===== src/hw/rtl/ordered_value_list_table_top_assert.svh =====
// Assertion macros for the ordered value list table.
`ifndef ORDERED_VALUE_LIST_TABLE_TOP_ASSERT_SVH
`define ORDERED_VALUE_LIST_TABLE_TOP_ASSERT_SVH

`ifndef NO_ASSERTIONS
// Property that must hold at every clock edge outside reset.
`define OVLT_ASSERT_ALWAYS(label, clk, rst, cond, msg) \
  label: assert property (@(posedge clk) disable iff (rst) (cond)) else $error(msg);
// Property that ties a condition to a consequence in the same cycle.
`define OVLT_ASSERT_IMPL(label, clk, rst, ante, cons, msg) \
  label: assert property (@(posedge clk) disable iff (rst) (ante) |-> (cons)) else $error(msg);
`else
`define OVLT_ASSERT_ALWAYS(label, clk, rst, cond, msg)
`define OVLT_ASSERT_IMPL(label, clk, rst, ante, cons, msg)
`endif

`endif


===== src/hw/rtl/ovlt_pkg.sv =====
package ovlt_pkg;

  localparam int VAL_W = 32;

  // Operation codes
  localparam logic [2:0] OP_APPEND = 3'd0;
  localparam logic [2:0] OP_POP    = 3'd1;
  localparam logic [2:0] OP_FIND   = 3'd2;
  localparam logic [2:0] OP_REMOVE = 3'd3;
  localparam logic [2:0] OP_CLEAR  = 3'd4;

  // Status codes
  localparam logic [1:0] ST_OK        = 2'd0;
  localparam logic [1:0] ST_EMPTY     = 2'd1;
  localparam logic [1:0] ST_FULL      = 2'd2;
  localparam logic [1:0] ST_NOT_FOUND = 2'd3;

  // Controls broadcast to every cell of the row
  typedef struct packed {
    logic capture;    // beat accepted: latch match against the operand
    logic append;     // write at the first empty cell
    logic shift_all;  // pop: every cell takes its right neighbor
    logic shift_hit;  // remove: cells from the first match on shift
    logic clear;      // drop all entries
  } cell_ctl_t;

endpackage


===== src/hw/rtl/ovlt_cell.sv =====
module ovlt_cell #(
  parameter int IDX_W = 4,
  parameter logic [IDX_W-1:0] POS = '0
) (
  input  logic                           clk,
  input  logic                           rst,
  input  ovlt_pkg::cell_ctl_t            ctl,
  input  logic [ovlt_pkg::VAL_W-1:0]     cmp_value,
  input  logic [ovlt_pkg::VAL_W-1:0]     wr_value,
  input  logic                           left_valid,
  input  logic                           right_valid,
  input  logic [ovlt_pkg::VAL_W-1:0]     right_slot,
  input  logic                           seen_in,
  output logic                           valid,
  output logic [ovlt_pkg::VAL_W-1:0]     slot,
  output logic                           seen_out,
  output logic [IDX_W-1:0]               hit_pos
);

  logic match;
  logic shift;
  logic app;

  // first match: nothing nearer the head has matched
  assign seen_out = seen_in | match;
  assign hit_pos  = (match && !seen_in) ? POS : '0;

  assign shift = ctl.shift_all | (ctl.shift_hit & seen_out);
  assign app   = ctl.append & ~valid & left_valid;

  // valid bit and match flag
  always_ff @(posedge clk) begin
    if (rst) begin
      valid <= 1'b0;
      match <= 1'b0;
    end else begin
      if (ctl.capture) begin
        match <= valid && (slot == cmp_value);
      end
      if (ctl.clear) begin
        valid <= 1'b0;
      end else if (shift) begin
        valid <= right_valid;
      end else if (app) begin
        valid <= 1'b1;
      end
    end
  end

  // stored value
  always_ff @(posedge clk) begin
    if (shift) begin
      slot <= right_slot;
    end else if (app) begin
      slot <= wr_value;
    end
  end

endmodule


===== src/hw/rtl/ordered_value_list_table_top.sv =====
// Ordered value list table: a bounded FIFO list of signed 32-bit values with
// search and delete, built as a row of cells that hold the entries packed
// from the head (cell 0).
// Input: start/busy command channel. A beat is taken at a clock edge where
// start is high and busy is low, carrying opcode and operand_value.
// Output: done marks one beat of result_value, found, status and
// entry_count for exactly one cycle; the receiver cannot stall it.
// Timing: the accepting edge also latches each cell's compare result; busy
// is high for the next cycle, at whose end the row shifts or writes and the
// result is registered. done is high in the following cycle, which is two
// cycles after acceptance, and a new beat may be taken in that same cycle,
// so one operation completes every 2 cycles. The first-match search ripples
// through the row of cells, which sets the cycle length.
// Reset (rst, synchronous) empties the list and returns to idle; stored
// values are not cleared, since only occupied cells are ever read.
`include "ordered_value_list_table_top_assert.svh"

module ordered_value_list_table_top #(
  parameter int LIST_DEPTH = 16
) (
  input  logic                                clk,
  input  logic                                rst,
  input  logic                                start,
  output logic                                busy,
  input  logic [2:0]                          opcode,
  input  logic signed [31:0]                  operand_value,
  output logic                                done,
  output logic signed [31:0]                  result_value,
  output logic                                found,
  output logic [1:0]                          status,
  output logic [$clog2(LIST_DEPTH+1)-1:0]     entry_count
);

  localparam int IDX_W = $clog2(LIST_DEPTH);
  localparam int CNT_W = $clog2(LIST_DEPTH + 1);
  localparam int VAL_W = ovlt_pkg::VAL_W;

  typedef enum logic [1:0] {
    S_IDLE = 2'b01,
    S_EXEC = 2'b10
  } state_t;

  state_t state;
  state_t state_next;

  logic [2:0]        op_q;
  logic [VAL_W-1:0]  val_q;
  logic [CNT_W-1:0]  count_q;
  logic [CNT_W-1:0]  count_next;

  logic              accept;
  logic              exec;
  logic              full;
  logic              empty;
  logic              any_hit;
  logic [IDX_W-1:0]  hit_idx;

  ovlt_pkg::cell_ctl_t ctl;

  logic [LIST_DEPTH-1:0] valid_vec;
  logic [VAL_W-1:0]      slot_arr [LIST_DEPTH];
  logic [LIST_DEPTH:0]   seen;
  logic [IDX_W-1:0]      pos_arr  [LIST_DEPTH];

  logic [VAL_W-1:0]  res_next;
  logic              found_next;
  logic [1:0]        status_next;

  assign accept = start & ~busy;
  assign busy   = (state == S_EXEC);
  assign exec   = (state == S_EXEC);
  assign full   = (count_q == CNT_W'(LIST_DEPTH));
  assign empty  = (count_q == '0);

  // broadcast controls
  always_comb begin
    ctl.capture   = accept;
    ctl.append    = exec && (op_q == ovlt_pkg::OP_APPEND);
    ctl.shift_all = exec && (op_q == ovlt_pkg::OP_POP);
    ctl.shift_hit = exec && (op_q == ovlt_pkg::OP_REMOVE);
    ctl.clear     = exec && (op_q == ovlt_pkg::OP_CLEAR);
  end

  // row of cells
  assign seen[0] = 1'b0;

  for (genvar i = 0; i < LIST_DEPTH; i++) begin : g_cell
    logic             left_v;
    logic             right_v;
    logic [VAL_W-1:0] right_s;

    if (i == 0) begin : g_head
      assign left_v = 1'b1;
    end else begin : g_mid
      assign left_v = valid_vec[i-1];
    end

    if (i == LIST_DEPTH - 1) begin : g_tail
      assign right_v = 1'b0;
      assign right_s = slot_arr[i];
    end else begin : g_inner
      assign right_v = valid_vec[i+1];
      assign right_s = slot_arr[i+1];
    end

    ovlt_cell #(
      .IDX_W (IDX_W),
      .POS   (IDX_W'(i))
    ) u_cell (
      .clk         (clk),
      .rst         (rst),
      .ctl         (ctl),
      .cmp_value   (operand_value),
      .wr_value    (val_q),
      .left_valid  (left_v),
      .right_valid (right_v),
      .right_slot  (right_s),
      .seen_in     (seen[i]),
      .valid       (valid_vec[i]),
      .slot        (slot_arr[i]),
      .seen_out    (seen[i+1]),
      .hit_pos     (pos_arr[i])
    );
  end

  assign any_hit = seen[LIST_DEPTH];

  // index of the first match; only that cell drives a nonzero position
  always_comb begin
    hit_idx = '0;
    for (int k = 0; k < LIST_DEPTH; k++) begin
      hit_idx = hit_idx | pos_arr[k];
    end
  end

  // result and next count
  always_comb begin
    res_next    = '0;
    found_next  = 1'b0;
    status_next = ovlt_pkg::ST_OK;
    count_next  = count_q;
    case (op_q)
      ovlt_pkg::OP_APPEND: begin
        if (full) begin
          status_next = ovlt_pkg::ST_FULL;
        end else begin
          count_next = count_q + 1'b1;
        end
      end
      ovlt_pkg::OP_POP: begin
        if (empty) begin
          res_next    = VAL_W'(1);
          status_next = ovlt_pkg::ST_EMPTY;
        end else begin
          res_next   = slot_arr[0];
          count_next = count_q - 1'b1;
        end
      end
      ovlt_pkg::OP_FIND: begin
        if (any_hit) begin
          res_next   = {{(VAL_W-IDX_W){1'b0}}, hit_idx};
          found_next = 1'b1;
        end else begin
          status_next = ovlt_pkg::ST_NOT_FOUND;
        end
      end
      ovlt_pkg::OP_REMOVE: begin
        if (any_hit) begin
          found_next = 1'b1;
          count_next = count_q - 1'b1;
        end else begin
          status_next = ovlt_pkg::ST_NOT_FOUND;
        end
      end
      ovlt_pkg::OP_CLEAR: begin
        count_next = '0;
      end
      default: begin
      end
    endcase
  end

  // sequencer
  always_comb begin
    state_next = state;
    case (state)
      S_IDLE: begin
        if (start) state_next = S_EXEC;
      end
      S_EXEC: begin
        state_next = S_IDLE;
      end
      default: begin
        state_next = S_IDLE;
      end
    endcase
  end

  // control registers
  always_ff @(posedge clk) begin
    if (rst) begin
      state   <= S_IDLE;
      count_q <= '0;
      done    <= 1'b0;
    end else begin
      state <= state_next;
      done  <= exec;
      if (exec) begin
        count_q <= count_next;
      end
    end
  end

  // command and result beats
  always_ff @(posedge clk) begin
    if (accept) begin
      op_q  <= opcode;
      val_q <= operand_value;
    end
    if (exec) begin
      result_value <= res_next;
      found        <= found_next;
      status       <= status_next;
      entry_count  <= count_next;
    end
  end

  // checks
  `OVLT_ASSERT_ALWAYS(a_count_range, clk, rst, count_q <= CNT_W'(LIST_DEPTH), "count over depth")
  `OVLT_ASSERT_ALWAYS(a_count_match, clk, rst, $countones(valid_vec) == int'(count_q), "count mismatch")
  `OVLT_ASSERT_ALWAYS(a_packed, clk, rst, (valid_vec & (valid_vec + 1'b1)) == '0, "cells not packed")
  `OVLT_ASSERT_IMPL(a_done_after_exec, clk, rst, done, $past(exec), "done without execute")

endmodule

===== config.mk =====
export PLATFORM = sky130hd
export DESIGN_NAME = ordered_value_list_table_top
export DESIGN_NICKNAME = d
export VERILOG_FILES = /design/src/hw/rtl/ovlt_pkg.sv /design/src/hw/rtl/ovlt_cell.sv /design/src/hw/rtl/ordered_value_list_table_top.sv
export VERILOG_INCLUDE_DIRS = /design/src /design/src/hw/rtl
export SDC_FILE = /design/constraint.sdc
export NUM_CORES = 1
export LEC_CHECK = 0
export BUFFER_PORTS_ARGS = -buffer_cell sky130_fd_sc_hd__buf_4
export CAP_MARGIN = 20
export CORE_UTILIZATION = 67
export CTS_CLUSTER_SIZE = 28
export DETAILED_ROUTE_END_ITERATION = 6
export PLACE_DENSITY = 0.92
export SLEW_MARGIN = 10
export SYNTH_ARGS = -nofsm -noshare
export SYNTH_HDL_FRONTEND = slang
export SYNTH_SLANG_ARGS = --single-unit

===== constraint.sdc =====
create_clock -name clk -period 7.95 [get_ports clk]
set_clock_uncertainty 0.15 [all_clocks]
set_input_delay 1.1925 -clock clk [delete_from_list [all_inputs] [get_ports clk]]
set_output_delay 1.1925 -clock clk [all_outputs]
set_load 0.1 [all_outputs]

==> reports/results.tsv <==
metric	value	unit
outcome	finished with violations	
failing checks	DRC	
Setup-failing EPs final	0	
r2r startpoint	op_q[2]	
CP Launch Type	flip-flop	
critical path class	reg -> reg	
sequential-to-total area share from yosys stat	57.4	%
CP Max Fanout	34	
Buf/Inv on CP	0	
IO buf count	79	
largest net degree at the start of global routing	53	
Required @ worst endpoint	8.03	ns
first-pass GRT wire length	147000	um
CP Capture Type	flip-flop	
Synth Register Bits	627	
top-count cell post-synth	edfxtp_1	
P_int	0.00566	W
design area	0.0354	mm2
core box area	0.0469	mm2
H-Tree Depth	3	
Slew Viols, Final	0	
Clock power frac	42.2	%
layout cells sized above 1	23.7	%
post-route ant nets	0	
worst relative slew slack	13.9	%
# IOs	80	
CP peak stage delay	0.94	ns
post-synth top area share	54.9	%
Distinct cells, synth	74	
Async S/R FF share, synth	0	%
worst vdd ir	227	uV
DP HPWL	63900	um
Worst-path clk slew	0.06	ns
Post-CTS Hold Fix Bufs	0	
GRT Total Usage	41.8	%
Placement Cell Area	0.0330	mm2
Comb pwr share	7.4	%
RSZ-0062 raised after global routing	no	
switching part of the total	23.2	%
Hold Startpoint	state[0]	
measured slew at the worst slew-check pin	1.29	ns
Max Cap Viol	0	
GRT overflow	0	
DRT Pass-1 Iters	7	
# DRC	15	
Hold Crit Class	reg -> reg	
Hold Vio Cnt, Final	0	
Worst Hold Depth	1	
RD Place Congestion	0.969	
CTS Buffer Depth	3	
Switch Pwr	0.00171	W
Post-CTS Setup Inserts	0	
critical-path cell list	and3b_1 -> nand2_1 -> o21ai_4 -> a21o_2	
DR vias	22200	
Seq pwr share	50.4	%
CTS Sinks	627	
initial core utilization	68.5	%
Data arrival, critical path	3.75	ns
crit-path leading delay family	compound AO/OA/AOI/OAI gates	
TritonCTS buffer count	66	
dpl cells	3009	
pwr/cell area	208	mW/mm2
Synthesis Warnings	0	
post-synth top area cell	edfxtp_1	
area grow syn2layout	10.5	%
Post-Syn Area	0.0321	mm2
vias in the first global route	21900	
crit path max-delay cell type	o21ai_4	
final wirelength	102000	um
routed len/inst	32.6	um
final net count	2520	
clk root buf	clkbuf_16	
crit path from	op_q[2]	
Min Clock Period, post-route	3.67	ns
LEAKAGE	12.1	nW
Synth Flop Type	edfxtp_1	
Post-synth EDFFs	587	
Syn Inst Count	2469	
1st-iter DRT viols	3737	
initial antenna violation count	6	
chip height	221	um
commonest cells in the netlist	edfxtp_1 (587), nand2_1 (327), mux2_2 (320)	
fmax	272	MHz
setup TNS	0	ns
CTS tree	done	
Final Util	75.7	%
Levels on crit path	4	
Post-Syn Nets	2509	
cell row count	79	
part of the cycle the worst path needs	46.2	%
ranking of synthesized cells by area	edfxtp_1 (55%), mux2_2 (11%), xnor2_1 (7.6%), xor2_1 (6.4%), nand2_1 (3.8%)	
clock insertion delay at the later pin of the skew report	0.61	ns
Vias per Instance	7.07	
reg2reg path depth	4	
die area	0.0488	mm2
post-route insts no fill	3146	
Resized cells post-CTS	0	
chip width	221	um
overall power	0.00738	W
Syn Area/Cell	13.0	um2
-- layer usage --
| layer | up-vias | track usage (%) | wire length, um |
|---|---|---|---|
| li1 | 8950 | - | - |
| met1 | 10500 | 51.1 | 32800 |
| met2 | 2119 | 63.2 | 45200 |
| met3 | 621 | 12.5 | 15200 |
| met4 | 6 | 31.2 | 9230 |
| met5 | - | 0 | 95 |
-- cell usage in the layout (no fill, tap or decap), types with 4 or more instances in the layout --
cell         n
a21oi_1     16
xnor2_1    277
nand4_1     94
mux2_1      44
a221oi_1     6
o21a_1       4
diode_2      8
inv_1       23
a211oi_1     8
nor2b_1      4
nand2_1    327
clkbuf_1    16
a21oi_4      4
edfxtp_1   587
nor3b_1      5
clkinv_2     8
and3_1      29
bufinv_16    5
nand3_1      5
o21ai_2     11
nor2_1      29
nor3_1      24
a21o_1       4
dfxtp_1     40
buf_4      114
o21ai_0     26
mux2_2     320
a311oi_1     4
nor4_1      70
buf_16       5
clkinv_1    13
clkbuf_8     4
nand2b_1     4
clkbuf_16   73
xor2_1     234
mux2_4      20
-- flip-flops by register name, summed over array words and instances, names as in the netlist, 2 cells and up --
name	count
state	2
g_cell.u_cell.valid	16
op_q	3
result_value	32
val_q	32
count_q	5
entry_count	5
status	2
g_cell.u_cell.match	16
g_cell.u_cell.slot	512
-- kinds of logic (layout without fill, tap and decap cells) --
kind of cell / Yosys count / after routing / share of synthesized area [%]
flops: 627 / 627 / 57.4
simple gates: 616 / 616 / 9.36
xor+xnor: 511 / 511 / 13.9
mux: 387 / 387 / 13.8
buf+inv: 205 / 267 / 2.76
compound gates: 121 / 121 / 2.62
fa+ha+maj: 2 / 2 / 0.0780
other cells: 0 / 8 / 0
-- final cells by class --
type	count	area (um2)
clock buffers	91	1890
well taps	607	759
flip-flops and latches	627	18400
repair buffers	124	1090
diodes	8	20.0
inverters	24	90.1
multi-input cells	1637	12900
fillers	2691	11400
clock inverters	28	256
-- through the flow --
stage,hold slack [ns],worst slack [ns]
2_1_floorplan,0.249,3.44
3_3_place_gp,0.271,4.29
3_5_place_dp,0.278,4.08
4_1_cts,0.295,4.00
5_1_grt,0.327,4.13
6_report,0.300,4.28
-- power by group through the flow --
stage | Combinational (W) | Clock, W | Sequential [W]
floorplan | 0.000331 | 0 | 0.00375
global placement | 0.000475 | 0 | 0.00379
detailed placement | 0.000490 | 0 | 0.00379
CTS | 0.000499 | 0.00309 | 0.00373
global route | 0.000558 | 0.00321 | 0.00371
finish | 0.000546 | 0.00311 | 0.00372
-- worst paths after layout --
path | end | slack, ns
max | g_cell[13].u_cell.slot[14] | 4.28
min | state[0] | 0.30
max reg2reg | g_cell[13].u_cell.slot[14] | 4.28
min reg2reg | state[0] | 0.30
Note: power is estimated with default switching activity, not from simulation.
